--- src/hw/rtl/cls_pkg.sv ---
// Shared types, codes and constants of the cyclic load sequencer.
package cls_pkg;

    localparam int CFG_IDX_W   = 3;
    localparam int CFG_DATA_W  = 32;
    localparam int SLOW_FACTOR = 200;
    localparam int NEAR_W      = 40;

    localparam logic [2:0] MODE_FORCE = 3'd0;
    localparam logic [2:0] MODE_DIST  = 3'd1;
    localparam logic [2:0] MODE_START = 3'd2;
    localparam logic [2:0] MODE_STOP  = 3'd3;
    localparam logic [2:0] MODE_RESET = 3'd4;

    localparam logic [CFG_IDX_W-1:0] REG_LIMIT_KIND   = 3'd0;
    localparam logic [CFG_IDX_W-1:0] REG_FORCE_LIMIT  = 3'd1;
    localparam logic [CFG_IDX_W-1:0] REG_FORCE_THR    = 3'd2;
    localparam logic [CFG_IDX_W-1:0] REG_DIST_LIMIT   = 3'd3;
    localparam logic [CFG_IDX_W-1:0] REG_DIST_THR     = 3'd4;
    localparam logic [CFG_IDX_W-1:0] REG_GAGE_LENGTH  = 3'd5;
    localparam logic [CFG_IDX_W-1:0] REG_CYCLE_TOTAL  = 3'd6;

    localparam logic [30:0] FORCE_THR_RST   = 31'd300;
    localparam logic [30:0] DIST_THR_RST    = 31'd100;
    localparam logic [15:0] CYCLE_TOTAL_RST = 16'd1;

    typedef enum logic [1:0] {
        PH_STOP = 2'd0,
        PH_RUN  = 2'd1,
        PH_BACK = 2'd2
    } phase_t;

    typedef enum logic [1:0] {
        DIR_STOP = 2'd0,
        DIR_FWD  = 2'd1,
        DIR_BWD  = 2'd2
    } dir_t;

    typedef enum logic [2:0] {
        MV_NONE = 3'd0,
        MV_FWD  = 3'd1,
        MV_BWD  = 3'd2,
        MV_GAGE = 3'd3,
        MV_STOP = 3'd4
    } motion_t;

    typedef enum logic [1:0] {
        SP_KEEP  = 2'd0,
        SP_FULL  = 2'd1,
        SP_TENTH = 2'd2
    } speed_t;

    typedef struct packed {
        logic               limit_kind;
        logic signed [31:0] force_limit;
        logic [30:0]        force_threshold;
        logic signed [31:0] distance_limit;
        logic [30:0]        distance_threshold;
        logic [NEAR_W-1:0]  distance_near;
        logic signed [31:0] gage_length;
        logic [15:0]        cycle_total;
    } cls_cfg_t;

    typedef struct packed {
        motion_t     motion_cmd;
        speed_t      speed_cmd;
        logic        finished;
        phase_t      phase;
        logic [15:0] cycle_index;
    } cls_result_t;

endpackage

--- src/hw/rtl/cls_in_if.sv ---
// Input channel: event or sample word with valid/ready.
interface cls_in_if;
    logic               valid;
    logic               ready;
    logic [2:0]         mode;
    logic signed [31:0] sample_value;

    modport source (output valid, output mode, output sample_value, input ready);
    modport sink   (input valid, input mode, input sample_value, output ready);
endinterface

--- src/hw/rtl/cls_out_if.sv ---
// Output channel: command word with valid/ready.
interface cls_out_if;
    logic        valid;
    logic        ready;
    logic [2:0]  motion_cmd;
    logic [1:0]  speed_cmd;
    logic        finished;
    logic [1:0]  phase;
    logic [15:0] cycle_index;

    modport source (output valid, output motion_cmd, output speed_cmd, output finished,
                    output phase, output cycle_index, input ready);
    modport sink   (input valid, input motion_cmd, input speed_cmd, input finished,
                    input phase, input cycle_index, output ready);
endinterface

--- src/hw/rtl/cls_cfg.sv ---
// Configuration register bank, with the slow-zone width precomputed on write.
module cls_cfg (
    input  logic                          clk,
    input  logic                          rst_n,
    input  logic                          cfg_we,
    input  logic [cls_pkg::CFG_IDX_W-1:0] cfg_index,
    input  logic [cls_pkg::CFG_DATA_W-1:0] cfg_data,
    output cls_pkg::cls_cfg_t             cfg
);
    import cls_pkg::*;

    cls_cfg_t cfg_reg;
    cls_cfg_t cfg_next;

    always_comb
    begin
        cfg_next = cfg_reg;
        if (cfg_we)
        begin
            case (cfg_index)
                REG_LIMIT_KIND:  cfg_next.limit_kind = cfg_data[0];
                REG_FORCE_LIMIT: cfg_next.force_limit = signed'(cfg_data);
                REG_FORCE_THR:   cfg_next.force_threshold = cfg_data[30:0];
                REG_DIST_LIMIT:  cfg_next.distance_limit = signed'(cfg_data);
                REG_DIST_THR:
                begin
                    cfg_next.distance_threshold = cfg_data[30:0];
                    cfg_next.distance_near = NEAR_W'(cfg_data[30:0]) * NEAR_W'(SLOW_FACTOR);
                end
                REG_GAGE_LENGTH: cfg_next.gage_length = signed'(cfg_data);
                REG_CYCLE_TOTAL: cfg_next.cycle_total = cfg_data[15:0];
                default: ;
            endcase
        end
    end

    always_ff @(posedge clk or negedge rst_n)
    begin
        if (!rst_n)
        begin
            cfg_reg.limit_kind         <= 1'b0;
            cfg_reg.force_limit        <= '0;
            cfg_reg.force_threshold    <= FORCE_THR_RST;
            cfg_reg.distance_limit     <= '0;
            cfg_reg.distance_threshold <= DIST_THR_RST;
            cfg_reg.distance_near      <= NEAR_W'(SLOW_FACTOR) * NEAR_W'(DIST_THR_RST);
            cfg_reg.gage_length        <= '0;
            cfg_reg.cycle_total        <= CYCLE_TOTAL_RST;
        end
        else
        begin
            cfg_reg <= cfg_next;
        end
    end

    assign cfg = cfg_reg;
endmodule

--- src/hw/rtl/cls_step.sv ---
// Sequencer state and the per-word next-state and command logic.
module cls_step (
    input  logic                  clk,
    input  logic                  rst_n,
    input  logic                  step_en,
    input  logic [2:0]            mode,
    input  logic signed [31:0]    sample_value,
    input  cls_pkg::cls_cfg_t     cfg,
    output cls_pkg::cls_result_t  result
);
    import cls_pkg::*;

    phase_t             phase_reg, phase_next;
    dir_t               dir_reg, dir_next;
    logic [15:0]        cycle_reg, cycle_next;
    logic               slow_reg, slow_next;
    logic signed [31:0] force_reg, force_next;
    logic signed [31:0] dist_reg, dist_next;

    logic signed [33:0] f_over, f_under, d_over, d_under, g_over, g_under;
    logic signed [33:0] f_thr, d_thr;
    logic signed [NEAR_W:0] near_s;
    logic f_hi, f_lo, d_hi, d_lo, d_near, at_gage, last_cycle;
    motion_t mv;
    speed_t  sp;
    logic    fin;

    always_comb
    begin
        force_next = (mode == MODE_FORCE) ? sample_value : force_reg;
        dist_next  = (mode == MODE_DIST)  ? sample_value : dist_reg;
    end

    // 34-bit differences never wrap
    assign f_thr   = signed'({3'b000, cfg.force_threshold});
    assign d_thr   = signed'({3'b000, cfg.distance_threshold});
    assign f_over  = 34'(force_next) - 34'(cfg.force_limit);
    assign f_under = 34'(cfg.force_limit) - 34'(force_next);
    assign d_over  = 34'(dist_next) - 34'(cfg.distance_limit);
    assign d_under = 34'(cfg.distance_limit) - 34'(dist_next);
    assign g_over  = 34'(cfg.gage_length) - 34'(dist_next);
    assign g_under = 34'(dist_next) - 34'(cfg.gage_length);
    assign near_s  = signed'({1'b0, cfg.distance_near});

    assign f_hi       = f_over > f_thr;
    assign f_lo       = f_under > f_thr;
    assign d_hi       = d_over > d_thr;
    assign d_lo       = d_under > d_thr;
    assign d_near     = ((NEAR_W+1)'(d_over) < near_s) || ((NEAR_W+1)'(d_under) < near_s);
    assign at_gage    = (g_over < d_thr) && (g_under < d_thr);
    assign last_cycle = {1'b0, cfg.cycle_total} <= ({1'b0, cycle_reg} + 17'd1);

    always_comb
    begin
        phase_next = phase_reg;
        dir_next   = dir_reg;
        cycle_next = cycle_reg;
        slow_next  = slow_reg;
        mv         = MV_NONE;
        sp         = SP_KEEP;
        fin        = 1'b0;
        case (mode)
            MODE_FORCE, MODE_DIST:
            begin
                case (phase_reg)
                    PH_RUN:
                    begin
                        if (cfg.limit_kind)
                        begin
                            if (f_hi)
                            begin
                                if (dir_reg != DIR_BWD)
                                begin
                                    dir_next = DIR_BWD;
                                    mv       = MV_BWD;
                                end
                            end
                            else if (f_lo)
                            begin
                                if (dir_reg != DIR_FWD)
                                begin
                                    dir_next = DIR_FWD;
                                    mv       = MV_FWD;
                                end
                            end
                            else
                            begin
                                phase_next = PH_BACK;
                                mv         = MV_GAGE;
                            end
                        end
                        else
                        begin
                            if (d_near && !slow_reg)
                            begin
                                slow_next = 1'b1;
                                sp        = SP_TENTH;
                            end
                            if (d_hi)
                            begin
                                if (dir_reg != DIR_FWD)
                                begin
                                    dir_next = DIR_FWD;
                                    mv       = MV_FWD;
                                end
                            end
                            else if (d_lo)
                            begin
                                if (dir_reg != DIR_BWD)
                                begin
                                    dir_next = DIR_BWD;
                                    mv       = MV_BWD;
                                end
                            end
                            else
                            begin
                                phase_next = PH_BACK;
                                sp         = SP_FULL;
                                mv         = MV_GAGE;
                            end
                        end
                    end
                    PH_BACK:
                    begin
                        if (at_gage)
                        begin
                            if (last_cycle)
                            begin
                                phase_next = PH_STOP;
                                cycle_next = '0;
                                dir_next   = DIR_STOP;
                                fin        = 1'b1;
                            end
                            else
                            begin
                                cycle_next = cycle_reg + 16'd1;
                                phase_next = PH_RUN;
                                // new cycle heads the opposite way to a force run update
                                if (cfg.limit_kind)
                                begin
                                    if (f_hi)
                                    begin
                                        dir_next = DIR_FWD;
                                        mv       = MV_FWD;
                                        sp       = SP_FULL;
                                    end
                                    else if (f_lo)
                                    begin
                                        dir_next = DIR_BWD;
                                        mv       = MV_BWD;
                                        sp       = SP_FULL;
                                    end
                                end
                                else
                                begin
                                    if (d_hi)
                                    begin
                                        slow_next = 1'b0;
                                        dir_next  = DIR_FWD;
                                        mv        = MV_FWD;
                                        sp        = SP_FULL;
                                    end
                                    else if (d_lo)
                                    begin
                                        slow_next = 1'b0;
                                        dir_next  = DIR_BWD;
                                        mv        = MV_BWD;
                                        sp        = SP_FULL;
                                    end
                                end
                            end
                        end
                    end
                    default: ;
                endcase
            end
            MODE_START:
            begin
                if (phase_reg == PH_STOP)
                begin
                    sp         = SP_FULL;
                    phase_next = PH_RUN;
                    if (cfg.limit_kind)
                    begin
                        if (f_hi)
                        begin
                            dir_next = DIR_BWD;
                            mv       = MV_BWD;
                        end
                        else if (f_lo)
                        begin
                            dir_next = DIR_FWD;
                            mv       = MV_FWD;
                        end
                    end
                    else
                    begin
                        if (d_hi)
                        begin
                            dir_next = DIR_FWD;
                            mv       = MV_FWD;
                        end
                        else if (d_lo)
                        begin
                            dir_next = DIR_BWD;
                            mv       = MV_BWD;
                        end
                    end
                end
            end
            MODE_STOP:
            begin
                if (phase_reg == PH_RUN)
                begin
                    phase_next = PH_STOP;
                    dir_next   = DIR_STOP;
                    cycle_next = '0;
                    mv         = MV_STOP;
                    fin        = 1'b1;
                end
            end
            MODE_RESET:
            begin
                phase_next = PH_STOP;
                dir_next   = DIR_STOP;
                cycle_next = '0;
                mv         = MV_STOP;
            end
            default: ;
        endcase
    end

    always_ff @(posedge clk or negedge rst_n)
    begin
        if (!rst_n)
        begin
            phase_reg <= PH_STOP;
            dir_reg   <= DIR_STOP;
            cycle_reg <= '0;
            slow_reg  <= 1'b0;
            force_reg <= '0;
            dist_reg  <= '0;
        end
        else if (step_en)
        begin
            phase_reg <= phase_next;
            dir_reg   <= dir_next;
            cycle_reg <= cycle_next;
            slow_reg  <= slow_next;
            force_reg <= force_next;
            dist_reg  <= dist_next;
        end
    end

    always_comb
    begin
        result.motion_cmd  = mv;
        result.speed_cmd   = sp;
        result.finished    = fin;
        result.phase       = phase_next;
        result.cycle_index = cycle_next;
    end
endmodule

--- src/hw/rtl/cyclic_load_sequencer.sv ---
// Top level of the cyclic load sequencer: input register, step logic, result register.
// Every input word (sample, start, stop or reset event) gives exactly one command word.
// A word passes through an input register and then through the step logic into the result
// register, from which the command word is offered; one word can be taken every cycle while
// the sink does not stall. The result register only holds a word back while the sink
// stalls; then the input register fills and ready drops. The sequencer state (phase,
// direction, cycle count, slow flag, latest force and distance) advances as each word
// leaves the input register. Configuration writes take effect on the next clock and
// should be made while no word is in flight. There is no clearing pass after reset.
module cyclic_load_sequencer (
    input  logic                           clk,
    input  logic                           rst_n,
    cls_in_if.sink                         in_ch,
    cls_out_if.source                      out_ch,
    input  logic                           cfg_we,
    input  logic [cls_pkg::CFG_IDX_W-1:0]  cfg_index,
    input  logic [cls_pkg::CFG_DATA_W-1:0] cfg_data
);
    import cls_pkg::*;

    logic               in_valid_reg;
    logic [2:0]         mode_reg;
    logic signed [31:0] sample_reg;
    logic               out_valid_reg;
    cls_result_t        res_reg;
    cls_result_t        step_res;
    cls_cfg_t           cfg;
    logic               advance;

    cls_cfg u_cfg (
        .clk       (clk),
        .rst_n     (rst_n),
        .cfg_we    (cfg_we),
        .cfg_index (cfg_index),
        .cfg_data  (cfg_data),
        .cfg       (cfg)
    );

    cls_step u_step (
        .clk          (clk),
        .rst_n        (rst_n),
        .step_en      (advance),
        .mode         (mode_reg),
        .sample_value (sample_reg),
        .cfg          (cfg),
        .result       (step_res)
    );

    assign advance     = in_valid_reg && (!out_valid_reg || out_ch.ready);
    assign in_ch.ready = !in_valid_reg || advance;

    always_ff @(posedge clk or negedge rst_n)
    begin
        if (!rst_n)
        begin
            in_valid_reg  <= 1'b0;
            out_valid_reg <= 1'b0;
        end
        else
        begin
            if (in_ch.ready)
            begin
                in_valid_reg <= in_ch.valid;
            end
            if (advance)
            begin
                out_valid_reg <= 1'b1;
            end
            else if (out_ch.ready)
            begin
                out_valid_reg <= 1'b0;
            end
        end
    end

    always_ff @(posedge clk)
    begin
        if (in_ch.valid && in_ch.ready)
        begin
            mode_reg   <= in_ch.mode;
            sample_reg <= in_ch.sample_value;
        end
        if (advance)
        begin
            res_reg <= step_res;
        end
    end

    assign out_ch.valid       = out_valid_reg;
    assign out_ch.motion_cmd  = res_reg.motion_cmd;
    assign out_ch.speed_cmd   = res_reg.speed_cmd;
    assign out_ch.finished    = res_reg.finished;
    assign out_ch.phase       = res_reg.phase;
    assign out_ch.cycle_index = res_reg.cycle_index;

    // a run that ends always leaves the sequencer stopped
    assert property (@(posedge clk) disable iff (!rst_n)
        out_valid_reg && res_reg.finished |-> res_reg.phase == PH_STOP)
        else $error("finished word without stopped phase");

    // cycle count is cleared on every way into the stopped phase
    assert property (@(posedge clk) disable iff (!rst_n)
        out_valid_reg && res_reg.phase == PH_STOP |-> res_reg.cycle_index == 16'd0)
        else $error("stopped with non-zero cycle count");

    // goto gage length is only issued on the turn into the returning phase
    assert property (@(posedge clk) disable iff (!rst_n)
        out_valid_reg && res_reg.motion_cmd == MV_GAGE |-> res_reg.phase == PH_BACK)
        else $error("goto gage length outside returning phase");

    // a word leaving the input register is offered on the next cycle
    assert property (@(posedge clk) disable iff (!rst_n)
        advance |=> out_valid_reg)
        else $error("stepped word lost");
endmodule

--- src/flat_wrapper.sv ---
// flat-port wrapper written by rule: the top's interface ports become plain ports
module cyclic_load_sequencer_flat import cls_pkg::*;
  (clk, rst_n, cfg_we, cfg_index, cfg_data, in_ch_valid, in_ch_mode, in_ch_sample_value, in_ch_ready, out_ch_valid, out_ch_motion_cmd, out_ch_speed_cmd, out_ch_finished, out_ch_phase, out_ch_cycle_index, out_ch_ready);
  cls_in_if in_ch_i ();
  cls_out_if out_ch_i ();
  input  logic clk;
  input  logic rst_n;
  input  logic cfg_we;
  input  logic [cls_pkg::CFG_IDX_W-1:0] cfg_index;
  input  logic [cls_pkg::CFG_DATA_W-1:0] cfg_data;
  input wire logic [$bits(in_ch_i.valid)-1:0] in_ch_valid;
  input wire logic [$bits(in_ch_i.mode)-1:0] in_ch_mode;
  input wire logic [$bits(in_ch_i.sample_value)-1:0] in_ch_sample_value;
  output wire logic [$bits(in_ch_i.ready)-1:0] in_ch_ready;
  output wire logic [$bits(out_ch_i.valid)-1:0] out_ch_valid;
  output wire logic [$bits(out_ch_i.motion_cmd)-1:0] out_ch_motion_cmd;
  output wire logic [$bits(out_ch_i.speed_cmd)-1:0] out_ch_speed_cmd;
  output wire logic [$bits(out_ch_i.finished)-1:0] out_ch_finished;
  output wire logic [$bits(out_ch_i.phase)-1:0] out_ch_phase;
  output wire logic [$bits(out_ch_i.cycle_index)-1:0] out_ch_cycle_index;
  input wire logic [$bits(out_ch_i.ready)-1:0] out_ch_ready;
  assign in_ch_i.valid = in_ch_valid;
  assign in_ch_i.mode = in_ch_mode;
  assign in_ch_i.sample_value = in_ch_sample_value;
  assign in_ch_ready = in_ch_i.ready;
  assign out_ch_valid = out_ch_i.valid;
  assign out_ch_motion_cmd = out_ch_i.motion_cmd;
  assign out_ch_speed_cmd = out_ch_i.speed_cmd;
  assign out_ch_finished = out_ch_i.finished;
  assign out_ch_phase = out_ch_i.phase;
  assign out_ch_cycle_index = out_ch_i.cycle_index;
  assign out_ch_i.ready = out_ch_ready;
  cyclic_load_sequencer u_core (.clk(clk), .rst_n(rst_n), .in_ch(in_ch_i), .out_ch(out_ch_i), .cfg_we(cfg_we), .cfg_index(cfg_index), .cfg_data(cfg_data));
endmodule
--- config.mk ---
export PLATFORM = sky130hd
export DESIGN_NAME = cyclic_load_sequencer_flat
export DESIGN_NICKNAME = d
export VERILOG_FILES = /design/src/hw/rtl/cls_pkg.sv /design/src/hw/rtl/cls_in_if.sv /design/src/hw/rtl/cls_out_if.sv /design/src/hw/rtl/cls_cfg.sv /design/src/hw/rtl/cls_step.sv /design/src/hw/rtl/cyclic_load_sequencer.sv /design/src/flat_wrapper.sv
export SDC_FILE = /design/constraint.sdc
export NUM_CORES = 2
export LEC_CHECK = 0
export ABC_AREA = 1
export BUFFER_PORTS_ARGS = -buffer_cell sky130_fd_sc_hd__buf_2
export CAP_MARGIN = 20
export CORE_MARGIN = 3
export CORE_UTILIZATION = 40
export CTS_CLUSTER_SIZE = 16
export DETAILED_ROUTE_END_ITERATION = 12
export GPL_ROUTABILITY_DRIVEN = 0
export GPL_TIMING_DRIVEN = 0
export PLACE_DENSITY = 0.59
export SLEW_MARGIN = 20
export SYNTH_ARGS = -nofsm -noshare
export SYNTH_HDL_FRONTEND = slang
export SYNTH_SLANG_ARGS = --single-unit
--- constraint.sdc ---
create_clock -name clk -period 5.9 [get_ports clk]
set_clock_uncertainty 0.1 [all_clocks]
set_input_delay 0 -clock clk [delete_from_list [all_inputs] [get_ports clk]]
set_output_delay 0 -clock clk [all_outputs]
set_load 0.02 [all_outputs]
; ---- Word level (Yosys, flattened, before mapping)
; Cells that the tools add are included.
; W data, S select, Z words.
[classes]
multipliers = 1
n_reduce_logical = 26
mux = 89
n_addsub = 8
n_eq_ne = 28
order_cmp = 9
[op_table]
columns = cell, count
row1 = $sub A32 B32 Y33, 6
row2 = $gt A33 B32 Y1, 4
row3 = $mux W2, 42
row4 = $lt A33 B40 Y1, 2
row5 = $lt A33 B32 Y1, 2
row6 = $mux W16, 4
row7 = $mux W32, 2
row8 = $pmux W16 S3, 1
row9 = $mul A31 B5 Y36 const B, 1
row10 = $mux W3, 9
row11 = $mux W1, 21
row12 = $add A16 B1 Y17 const B, 1
row13 = $le A16 B17 Y1, 1
row14 = $add A16 B1 Y16 const B, 1
row15 = $ne A2 B2 Y1 const B, 8
row16 = $pmux W2 S2, 4
row17 = $pmux W2 S4, 2
row18 = $reduce_and A2 Y1, 7
row19 = $eq A3 B2 Y1 const B, 4
row20 = $eq A3 B3 Y1 const B, 4
row21 = $pmux W3 S4, 1
row22 = $reduce_and A10 Y1, 1
row23 = $ne A3 B3 Y1 const B, 3
row24 = $reduce_and A9 Y1, 1
row25 = 18 further kinds, 29
[word_totals]
ff_bits = 357
output_inout_bits = 26

; ---- Depth between registers and ports, before layout
[logic_depth]
depth_word = 12
mapped_depth = 43
ltp_nobuf = 39

; ---- Cells and area by module
; A second synthesis with hierarchy kept.
[unflattened]
hier_cells = 5096
area_unflattened_um2 = 36047.1
[modules_own_cells]
columns = mod, area_per_inst_um2, n_inst, cells_per_inst
row1 = cls_step, 22688.0, 1, 3625
row2 = cls_cfg, 11492.3, 1, 1400
row3 = cyclic_load_sequencer, 1866.8, 1, 71

; ---- Least setup slack after synthesis
; OpenSTA, ideal clock, no wires.
[synth_timing]
path_kind = reg-to-reg
startpoint = register u_core.mode_reg[0]
endpoint = register u_core.res_reg (netlist bit u_core.out_ch.phase[0]) (data pin)
slack_ps = 796
path_stages_with_launch = 35
arrival_time_ps = 4734
path_cell_list = edfxtp_1 > buf_2 > nor2_4 > nand2_1 > buf_2 > clkbuf_1 > o21ai_0 > ha_1 > clkbuf_1 > a21oi_1 > o21ai_0 > nor2_1 > nor3_1 > nor2_1 > inv_1 > a21oi_1 > nor3_1 > a2111oi_0 > o21ai_0 > xor2_1 > ha_1 > nand2_1 > inv_1 > a221oi_1 > nand2_1 > nand2_1 > nand2_1 > nand2_1 > nand2_1 > nor2_1 > nand2_1 > nand3_1 > nand3_1 > nand2_1 > nand3_1
[synth_rtl]
columns = element, line_no
row1 = "start, declared", cyclic_load_sequencer.sv:22  ; logic [2:0] mode_reg;
row2 = "start signal, assigned", cyclic_load_sequencer.sv:80  ; mode_reg <= in_ch.mode;
row3 = "end signal, assigned", cyclic_load_sequencer.sv:85  ; res_reg <= step_res;
row4 = "end, declared", cyclic_load_sequencer.sv:25  ; cls_result_t res_reg;

==> impl_metrics.json <==
{
  "status": "completed",
  "cts-buffers-inserted": 46,
  "min_path_type": "input port to flip-flop",
  "synth_cells": 4776,
  "overflow": 0,
  "yosysSeqAreaShare_pct": 26.48,
  "cts-root-buf": "clkbuf_16",
  "route.vias.total": 33970,
  "drtPass1Iterations": 7,
  "grt_max_degree": 90,
  "yosysMostFrequentCell": "nand2_1",
  "path_class": "flip-flop to flip-flop",
  "grt_pass1_vias": 31650,
  "reg2reg_from": "u_core.mode_reg[1]",
  "setup.worst_path.start_class": "flip-flop",
  "setup_viol": 0,
  "synthArstFlopShare_pct": 83.33,
  "fin_ws_ns": 0.02543,
  "route.detailed.drc": 0,
  "cts_htree_levels": 2,
  "clkSinkCount": 354,
  "timing.hold.ws_ns": 0.03532,
  "slew_headroom_pct": 16.02,
  "io_buffers": 100,
  "synth_ff_type": "dfrtp_1",
  "drv_slew": 0,
  "grt_setup_unrepaired": "yes",
  "io_pins": 101,
  "grt_pass1_wl_mm": 191.5,
  "synth_nets": 5428,
  "ys_ff_latch": 354,
  "die-area_mm2": 0.09013,
  "post-place-ws_ns": -1.419,
  "cts_tree": "built",
  "peakVddDrop_v": 0.0002841,
  "initial_utilization_pct": 40.47,
  "cp.arrival_ns": 6.24,
  "drive_gt1_share_pct": 12.03,
  "netSwitchingPower_w": 0.01437,
  "r2r_setup_slack_ns": 0.03,
  "yosys_warnings": 0,
  "tightest_slew_ns": 1.258,
  "total_power_w": 0.02628,
  "synth_top_area_cell": "dfrtp_1",
  "drt_iter0_markers": 3108,
  "crit_path_start": "u_core.mode_reg[1]",
  "netlist_area_mm2": 0.03462,
  "die_h_um": 300.2,
  "avgSynthCellArea_um2": 7.250,
  "timing.final.crit_share_pct": 99.57,
  "core_area_mm2": 0.08555,
  "synth_top_area_share_pct": 20.45,
  "crit_path_max_fanout": 10,
  "hpwlAfterDp_mm": 101.7,
  "post-route-min-period_ns": 5.875,
  "reg2regPathDepth": 27,
  "synth-edff-count": 59,
  "finalHoldViolations": 0,
  "path_clk_slew_ns": 0.06,
  "power.leakage_nw": 20.15,
  "maxCapViolations": 0,
  "pwr-share-seq_pct": 13.7,
  "p_per_area_mw_per_mm2": 642.0,
  "cp-end-kind": "flip-flop",
  "switching_share_pct": 54.69,
  "yosysUniqueCellTypes": 57,
  "avgRoutedWirePerCell_um": 20.93,
  "ant_nets": 0,
  "largest_reg_flops": 208,
  "syn_to_final_growth_pct": 18.22,
  "rows": 107,
  "nets": 5679,
  "routed_wl_mm": 130.1,
  "cts_buffer_depth": 3,
  "track_usage_pct": 28.07,
  "chipWidth_um": 300.2,
  "clk_latency_ns": 0.62,
  "via_per_inst": 5.465,
  "synth_area_leaders": "dfrtp_1, ha_1, nand2_1, inv_1, o21ai_0",
  "max_clock_freq_ghz": 0.1702,
  "synthTopCellsByCount": "nand2_1, inv_1, ha_1",
  "comb_power_share_pct": 75.4,
  "pwr-share-clk_pct": 11.0,
  "endpoint": "u_core.out_ch.phase[1]",
  "worstPathRequired_ns": 6.27,
  "antenna_found_initial": 4,
  "intPower_w": 0.01191,
  "r2r-end": "u_core.out_ch.phase[1]"
}
## worst min-delay path by stage
| stage | startpoint | endpoint | slack (ns) | cells past startpoint |
|---|---|---|---|---|
| floorplan | rst_n | async pin | -0.40 | 0 |
| CTS | cfg_data[23] | u_core.u_cfg.cfg[205] | 0.003 | 3 |
| finish | in_ch_sample_value[1] | u_core.sample_reg[1] | 0.04 | 2 |
| global route | in_ch_sample_value[5] | u_core.sample_reg[5] | 0.02 | 2 |
| detailed placement | rst_n | u_core.u_step.cycle_reg[5] | -0.06 | 1 |
| global placement | in_ch_sample_value[19] | u_core.sample_reg[19] | 0.08 | 1 |
## per-layer routing
metal	GRT usage, %	wire, µm
met1	38.12	55980
met4	12.30	7048
met2	42.71	54870
met5	0	0
met3	6.340	12160
## stage by stage
| stage | util, % | cell area [µm²] | setup TNS (ns) | std cells |
|---|---|---|---|---|
| floorplan | - | 34620 | 0 | 4776 |
| global placement | 42.73 | 36560 | -455.49 | 6020 |
| detailed placement | 42.86 | 36670 | -52.73 | 6024 |
| CTS | 46.24 | 39560 | 0 | 6193 |
| global route | 47.82 | 40910 | -0.5007 | 6207 |
| finish | 47.85 | 40930 | 0 | 6215 |
## critical path: stages (launching register included)
cell and delay [ns]:
edfxtp_1 0.47, buf_4 0.20, inv_1 0.07, nand2_1 0.10, nor2_4 0.22, buf_4 0.22
or2_2 0.14, o21ai_2 0.08, ha_1 0.29, clkbuf_1 0.31, nand2_1 0.19, nor2_1 0.30
nand2_1 0.17, o31ai_1 0.56, xor2_1 0.21, ha_1 0.34, nand2_1 0.08, nor2_2 0.28
nand4_1 0.21, nor2_1 0.25, nand3_1 0.18, nand3_4 0.19, nand2_2 0.10, nand2_1 0.09
nand2_1 0.11, nand3_1 0.12, nand2_1 0.07, nand2_1 0.10
## power by group through the flow
stage / logic [W] / clock network, W / registers, W
after global routing: 0.0219 / 0.00302 / 0.00366
after CTS: 0.0179 / 0.00293 / 0.00357
final: 0.0198 / 0.00288 / 0.00359
after global placement: 0.0170 / 0 / 0.00359
after detailed placement: 0.0173 / 0 / 0.00360
after floorplan: 0.0125 / 0 / 0.00351
## cell usage in the layout (no fill, tap or decap), types with 22 or more instances in the layout
cell           instances
a21o_1                25
a21oi_1              365
a21oi_2               32
a31oi_1               26
buf_2                111
buf_4                 52
clkbuf_1              83
clkbuf_16             47
dfrtp_1              283
dlygate4sd3_1         86
edfxtp_1              59
fa_1                  27
ha_1                 523
inv_1                708
nand2_1             1015
nand2_2               44
nand3_1              117
nand4_1               46
nor2_1               235
nor2_2                34
nor3_1                38
o21a_1                22
o21ai_0              429
o21ai_1               60
o21ai_2               23
or2_2                 32
xnor2_1               52
xor2_1               132
## area by class of cell
cell class	instances	area, µm²
antenna	8	20.02
buffer	110	540.5
clock buffer	57	1262
clock inverter	27	259.0
fill	8489	44620
inverter	723	2720
multi-input combinational	3550	23600
sequential	354	9169
tap	1144	1431
timing repair buffer	242	1927
## repair_timing
item,4_1_cts,5_1_grt
buffers inserted,12,38
endpoints found under the setup margin,44,44
endpoints found under the hold margin,340,0
gates cloned,0,1
pin swaps,10,75
hold buffers,87,0
resized for setup,130,315
## kinds of logic after synthesis
group                      Yosys count  synth area share [%]
adders and majority gates          577                 21.48
AOI/OAI and AO/OA                 1137                 17.92
xor gates and xnor gates           205                 5.186
buffers and inverters              872                 9.580
and+or+nand+nor                   1631                 19.36
DFF                                354                 26.48
Note: power is estimated with default switching activity, not from simulation.
